==> src/hdl/spq_pkg.sv <==
package spq_pkg;

    typedef enum logic [1:0] {
        OP_ENQUEUE = 2'd0,
        OP_DEQUEUE = 2'd1,
        OP_PEEK    = 2'd2,
        OP_CLEAR   = 2'd3
    } spq_opcode_t;

    typedef enum logic [1:0] {
        ST_OK    = 2'd0,
        ST_EMPTY = 2'd1,
        ST_FULL  = 2'd2
    } spq_status_t;

    // Operation broadcast to every cell, already qualified by the fill level.
    typedef struct packed {
        logic enq;
        logic deq;
        logic clr;
    } spq_ctrl_t;

endpackage

==> src/hdl/spq_cell.sv <==
module spq_cell #(
    parameter int VALUE_BITS    = 32,
    parameter int PRIORITY_BITS = 16
) (
    input  logic                     aclk,
    input  logic                     aresetn,
    input  spq_pkg::spq_ctrl_t       ctrl,
    input  logic [VALUE_BITS-1:0]    new_value,
    input  logic [PRIORITY_BITS-1:0] new_prio,
    input  logic                     prev_after,
    input  logic [VALUE_BITS-1:0]    prev_value,
    input  logic [PRIORITY_BITS-1:0] prev_prio,
    input  logic                     prev_valid,
    input  logic [VALUE_BITS-1:0]    next_value,
    input  logic [PRIORITY_BITS-1:0] next_prio,
    input  logic                     next_valid,
    output logic [VALUE_BITS-1:0]    value,
    output logic [PRIORITY_BITS-1:0] prio,
    output logic                     valid,
    output logic                     after
);
    import spq_pkg::*;

    logic [VALUE_BITS-1:0]    value_reg, value_next;
    logic [PRIORITY_BITS-1:0] prio_reg, prio_next;
    logic                     valid_reg, valid_next;

    // A new entry goes behind this cell when the cell holds an entry of equal
    // or higher urgency, which keeps equal priorities in arrival order.
    assign after = valid_reg && ($signed(prio_reg) <= $signed(new_prio));

    always_comb begin
        value_next = value_reg;
        prio_next  = prio_reg;
        valid_next = valid_reg;
        priority if (ctrl.clr) begin
            valid_next = 1'b0;
        end else if (ctrl.enq && !after) begin
            if (prev_after) begin
                value_next = new_value;
                prio_next  = new_prio;
                valid_next = 1'b1;
            end else begin
                value_next = prev_value;
                prio_next  = prev_prio;
                valid_next = prev_valid;
            end
        end else if (ctrl.deq) begin
            value_next = next_value;
            prio_next  = next_prio;
            valid_next = next_valid;
        end
    end

    always_ff @(posedge aclk) begin
        value_reg <= value_next;
        prio_reg  <= prio_next;
        if (!aresetn) begin
            valid_reg <= 1'b0;
        end else begin
            valid_reg <= valid_next;
        end
    end

    assign value = value_reg;
    assign prio  = prio_reg;
    assign valid = valid_reg;

endmodule

==> src/hdl/stable_sorted_priority_queue_unit.sv <==
// A result word is registered and appears in the cycle after its input is
// accepted. One word per cycle goes in unless m_tready low stalls the output;
// cells compare to the new priority in parallel and shift in a single step.
// Reset (aresetn low, synchronous) empties the queue and the result register
// at once; no clearing pass follows, the block takes a word right after reset.
module stable_sorted_priority_queue_unit #(
    parameter int DEPTH         = 16,
    parameter int VALUE_BITS    = 32,
    parameter int PRIORITY_BITS = 16
) (
    input  logic aclk,
    input  logic aresetn,
    input  logic s_tvalid,
    output logic s_tready,
    // Fields from bit 0: item_value, item_priority, zero fill.
    input  logic [((VALUE_BITS+PRIORITY_BITS+7)/8)*8-1:0] s_tdata,
    // Fields from bit 0: opcode.
    input  logic [1:0] s_tuser,
    output logic m_tvalid,
    input  logic m_tready,
    // Fields from bit 0: head_value, entry_count, zero fill.
    output logic [((VALUE_BITS+$clog2(DEPTH+1)+7)/8)*8-1:0] m_tdata,
    // Fields from bit 0: status.
    output logic [1:0] m_tuser
);
    import spq_pkg::*;

    localparam int CNT_W = $clog2(DEPTH + 1);
    localparam int OUT_W = ((VALUE_BITS + CNT_W + 7) / 8) * 8;

    logic [VALUE_BITS-1:0]    in_value;
    logic [PRIORITY_BITS-1:0] in_prio;
    spq_opcode_t              in_op;
    logic                     accept;

    logic [VALUE_BITS-1:0]    chain_value [DEPTH+2];
    logic [PRIORITY_BITS-1:0] chain_prio  [DEPTH+2];
    logic                     chain_valid [DEPTH+2];
    logic [DEPTH:0]           after_chain;
    logic [DEPTH-1:0]         valid_vec;

    spq_ctrl_t   ctrl;
    logic        is_empty;
    logic        is_full;

    logic [CNT_W-1:0]      count_reg, count_next;
    logic                  m_tvalid_reg, m_tvalid_next;
    logic [VALUE_BITS-1:0] head_reg, head_next;
    spq_status_t           status_reg, status_next;

    assign in_value = s_tdata[VALUE_BITS-1:0];
    assign in_prio  = s_tdata[VALUE_BITS+PRIORITY_BITS-1:VALUE_BITS];
    assign in_op    = spq_opcode_t'(s_tuser);

    assign s_tready = !m_tvalid_reg || m_tready;
    assign accept   = s_tvalid && s_tready;

    assign is_empty = (count_reg == '0);
    assign is_full  = (count_reg == CNT_W'(DEPTH));

    always_comb begin
        ctrl.enq = accept && (in_op == OP_ENQUEUE) && !is_full;
        ctrl.deq = accept && (in_op == OP_DEQUEUE) && !is_empty;
        ctrl.clr = accept && (in_op == OP_CLEAR);
    end

    // The ends of the row: the head sees a boundary that every entry stands
    // behind, and the tail pulls in an empty slot on a dequeue.
    assign chain_value[0]       = '0;
    assign chain_prio[0]        = '0;
    assign chain_valid[0]       = 1'b0;
    assign chain_value[DEPTH+1] = '0;
    assign chain_prio[DEPTH+1]  = '0;
    assign chain_valid[DEPTH+1] = 1'b0;
    assign after_chain[0]       = 1'b1;

    for (genvar i = 0; i < DEPTH; i++) begin : g_cell
        spq_cell #(
            .VALUE_BITS   (VALUE_BITS),
            .PRIORITY_BITS(PRIORITY_BITS)
        ) u_cell (
            .aclk       (aclk),
            .aresetn    (aresetn),
            .ctrl       (ctrl),
            .new_value  (in_value),
            .new_prio   (in_prio),
            .prev_after (after_chain[i]),
            .prev_value (chain_value[i]),
            .prev_prio  (chain_prio[i]),
            .prev_valid (chain_valid[i]),
            .next_value (chain_value[i+2]),
            .next_prio  (chain_prio[i+2]),
            .next_valid (chain_valid[i+2]),
            .value      (chain_value[i+1]),
            .prio       (chain_prio[i+1]),
            .valid      (chain_valid[i+1]),
            .after      (after_chain[i+1])
        );
        assign valid_vec[i] = chain_valid[i+1];
    end

    always_comb begin
        count_next    = count_reg;
        m_tvalid_next = m_tvalid_reg && !m_tready;
        head_next     = head_reg;
        status_next   = status_reg;
        if (accept) begin
            m_tvalid_next = 1'b1;
            head_next     = '0;
            status_next   = ST_OK;
            unique case (in_op)
                OP_ENQUEUE: begin
                    if (is_full) begin
                        status_next = ST_FULL;
                    end else begin
                        count_next = count_reg + CNT_W'(1);
                    end
                end
                OP_DEQUEUE: begin
                    if (is_empty) begin
                        status_next = ST_EMPTY;
                    end else begin
                        head_next  = chain_value[1];
                        count_next = count_reg - CNT_W'(1);
                    end
                end
                OP_PEEK: begin
                    if (is_empty) begin
                        status_next = ST_EMPTY;
                    end else begin
                        head_next = chain_value[1];
                    end
                end
                OP_CLEAR: begin
                    count_next = '0;
                end
                default: begin
                    count_next = count_reg;
                end
            endcase
        end
    end

    always_ff @(posedge aclk) begin
        head_reg   <= head_next;
        status_reg <= status_next;
        if (!aresetn) begin
            count_reg    <= '0;
            m_tvalid_reg <= 1'b0;
        end else begin
            count_reg    <= count_next;
            m_tvalid_reg <= m_tvalid_next;
        end
    end

    assign m_tvalid = m_tvalid_reg;
    assign m_tdata  = OUT_W'({count_reg, head_reg});
    assign m_tuser  = status_reg;

    // The fill count must always agree with the occupied cells.
    assert property (@(posedge aclk) disable iff (!aresetn)
        $countones(valid_vec) == int'(count_reg))
    else $error("fill count differs from occupied cells");

    // Occupied cells form an unbroken run starting at the head.
    assert property (@(posedge aclk) disable iff (!aresetn)
        $onehot({1'b0, valid_vec} + (DEPTH+1)'(1)))
    else $error("occupied cells are not contiguous from the head");

    // A refused enqueue is only reported when the row is full.
    assert property (@(posedge aclk) disable iff (!aresetn)
        (m_tvalid_reg && (status_reg == ST_FULL)) |-> (count_reg == CNT_W'(DEPTH)))
    else $error("full status reported below capacity");

    // A reported empty queue leaves the count at zero.
    assert property (@(posedge aclk) disable iff (!aresetn)
        (m_tvalid_reg && (status_reg == ST_EMPTY)) |-> (count_reg == '0))
    else $error("empty status reported with entries held");

    // No result word is pending in the cycle after reset.
    assert property (@(posedge aclk) $past(!aresetn) |-> !m_tvalid_reg)
    else $error("result word pending after reset");

endmodule
==> config.mk <==
export PLATFORM = sky130hd
export DESIGN_NAME = stable_sorted_priority_queue_unit
export DESIGN_NICKNAME = d
export VERILOG_FILES = /design/src/hdl/spq_pkg.sv /design/src/hdl/spq_cell.sv /design/src/hdl/stable_sorted_priority_queue_unit.sv
export SDC_FILE = /design/constraint.sdc
export NUM_CORES = 2
export LEC_CHECK = 0
export BUFFER_PORTS_ARGS = -buffer_cell sky130_fd_sc_hd__buf_2
export CORE_MARGIN = 1.5
export CORE_UTILIZATION = 55
export DETAILED_ROUTE_END_ITERATION = 12
export PLACE_DENSITY = 0.74
export SYNTH_ARGS = -nofsm -noshare
export SYNTH_HDL_FRONTEND = slang
export SYNTH_SLANG_ARGS = --single-unit
==> constraint.sdc <==
create_clock -name aclk -period 5.3 [get_ports aclk]
set_clock_uncertainty 0.15 [all_clocks]
set_input_delay 0 -clock aclk [delete_from_list [all_inputs] [get_ports aclk]]
set_output_delay 0 -clock aclk [all_outputs]
set_load 0.02 [all_outputs]
==> impl_metrics.ini <==
[run_status]
status = finished, final reports clean

[timing]
fin_hold_ws_ns = 0.0828
period_share_pct = 91.1
setup_ws_ns = 0.470
finalHoldViolCount = 0
period_needed_ns = 4.83
setup_viol = 0
rsz0062_at_grt = false
slew_headroom_pct = 2.66
final.setup.tns_ns = 0
max_freq_ghz = 0.207
worst_pin_slew_ns = 1.44
drv_slew = 0

[setup_path]
ff2ff_path_depth = 8
endpoint_kind = flip-flop
crit_required_ns = 5.46
cp-start-kind = input port
critPathMaxFanout = 31
cp_cell_sequence = dlygate4sd3_1 > buf_2 > inv_1 > ha_1 > nand2_1 > o21ai_0 > a211oi_1 > a311oi_2 > o21ai_4 > a21oi_4 > buf_4
crit_type = in -> reg
cpPeakStageDelay_ns = 1.10
slowest_stage = o21ai_0
critPathArrivalTime_ns = 4.99

[yosys]
yosysWarnings = 0
synth-seq-area-share_pct = 47.2
synth_cells = 5028
synth-async-reset-ratio_pct = 0
avgSynthCellArea_um2 = 10.3
ys.flop_type = edfxtp_1
synth_edf_count = 802
yosysUniqueCellTypes = 92
ys_ff_latch = 824
syn-cell-area_um2 = 52000

[placed_design]
dp_hpwl_mm = 114
placed_cells = 6037
dp_slack_ns = 0.634
globalplace.congestion = 0.958
portBuffers = 94
post_dp_cell_area_um2 = 53700

[detailed_routing]
dr_total_vias = 44600
wl_per_cell_um = 28.8
viasPerCell = 7.12
drtPass1Iterations = 8
drtIter0Drc = 6952
antenna_left = 0
drc = 0
routed_wl_mm = 180

[grt]
grt_usage_pct = 36.8
grt_max_degree = 99
grt_overflow = 0
grt_pass1_vias = 42400
antenna_found_initial = 2
grt_pass1_wl_mm = 267

[die]
die_h_um = 310
dieArea_um2 = 96400
io_pins = 98
die_width_um = 310
initial_utilization_pct = 55.6
core_um2 = 93500
rows = 112

[layout]
largest_register_ffs = 512
final_common_cell = edfxtp_1
finish.utilization_pct = 61.3
design_area_um2 = 57300
finalNonFillerCells = 6268
drive_gt1_share_pct = 12.4
layout_common_cells = 802 x edfxtp_1, 526 x nand2_1, 383 x a31oi_1, 372 x nor2_1, 315 x o21ai_0
area_growth_pct = 10.3
final_nets = 5253

[clock_tree]
cts_sinks = 824
insertion_delay_ns = 0.69
h-tree-depth = 3
numCtsBuffers = 93
clk_pin_slew_ns = 0.06
clock_path_buffers = 3
clockRootBuffer = clkbuf_16
cts_tree = done
post_cts_resize_count = 0
postCtsSetupRepairBufs = 0

[power]
ir_drop_v = 0.000249
totalPowerFinal_mw = 17.9
leakagePower_nw = 20.9
cellPowerDensity_nw_per_um2 = 313

[job]
cap_violations = 0

[hold_path]
hold_class = in -> reg
hold_path_depth = 3
[cells in the mapped netlist, types with 21 or more instances]
library cell  instances  area [um^2]
mux2i_1             303         3030
nand2_1             530         1990
a22o_1              234         2050
mux2_2              153         1720
inv_1                65          244
and2_1               37          231
ha_1                264         3300
a31oi_1             384         2400
buf_2                86          430
edfxtp_1            802        24100
nand3_1             121          606
nand4_1              57          357
dfxtp_1              22          440
nor3_1               23          115
a211oi_1             31          233
a21o_1               21          158
a22oi_1             232         1740
nor2b_1              27          169
mux2_1               76          856
o21ai_0             316         1580
nor2_1              373         1400
a21oi_1             215         1080
buf_6                21          236
clkbuf_1            336         1260
o21ai_1              73          365
[worst max-delay path: cells and delay by family]
kind	cells	cell delay, ns
adders and majority gates	1	0.50
and+or+nand+nor	1	0.06
AOI/OAI and AO/OA	5	2.21
buffers and inverters	4	2.11
[what timing repair did]
item	4_1_cts	5_1_grt
hold buffers	56	0
setup endpoints to repair	0	0
hold endpoints to repair	717	0
[per-layer routing]
layer  vias to the layer above  wire, um  global-route usage [%]
li1                      19100         -                       -
met1                     21500     69500                    51.0
met2                      3471     75300                    52.9
met3                       544     27300                    11.9
met4                         2      8030                    15.3
met5                         -       165                       0
[final timing paths]
| check | from | endpoint | slack, ns |
|---|---|---|---|
| min reg2reg | g_cell[7].u_cell.valid | g_cell[8].u_cell.valid | 0.36 |
| min | aresetn | count_reg[1] | 0.08 |
| max | s_tdata[38] | g_cell[1].u_cell.value[20] | 0.47 |
| max reg2reg | g_cell[1].u_cell.prio[5] | g_cell[1].u_cell.value[20] | 1.09 |
[final cells by class]
class | count | area (um^2)
clock buffers | 117 | 2480
repair buffers | 286 | 2340
fillers | 7546 | 36100
clock inverters | 56 | 544
well taps | 1254 | 1570
diodes | 2 | 5.00
inverters | 65 | 244
multi-input cells | 3664 | 25600
flip-flops and latches | 824 | 24500
[kinds of logic after synthesis]
| group | Yosys count | synth area share (%) |
|---|---|---|
| fa+ha+maj | 265 | 6.39 |
| compound gates | 1599 | 20.2 |
| other cells | 1 | 0.00721 |
| buf+inv | 542 | 4.61 |
| xor+xnor | 3 | 0.0505 |
| simple gates | 1255 | 10.6 |
| flops | 824 | 47.2 |
| mux | 539 | 11.0 |
[power by group]
| group | switching (mW) | total [mW] | internal, mW |
|---|---|---|---|
| Sequential | 0.315 | 8.01 | 7.70 |
| Combinational | 2.17 | 3.30 | 1.12 |
| Clock | 2.91 | 6.64 | 3.72 |
Power figures use the tool's default switching activity.
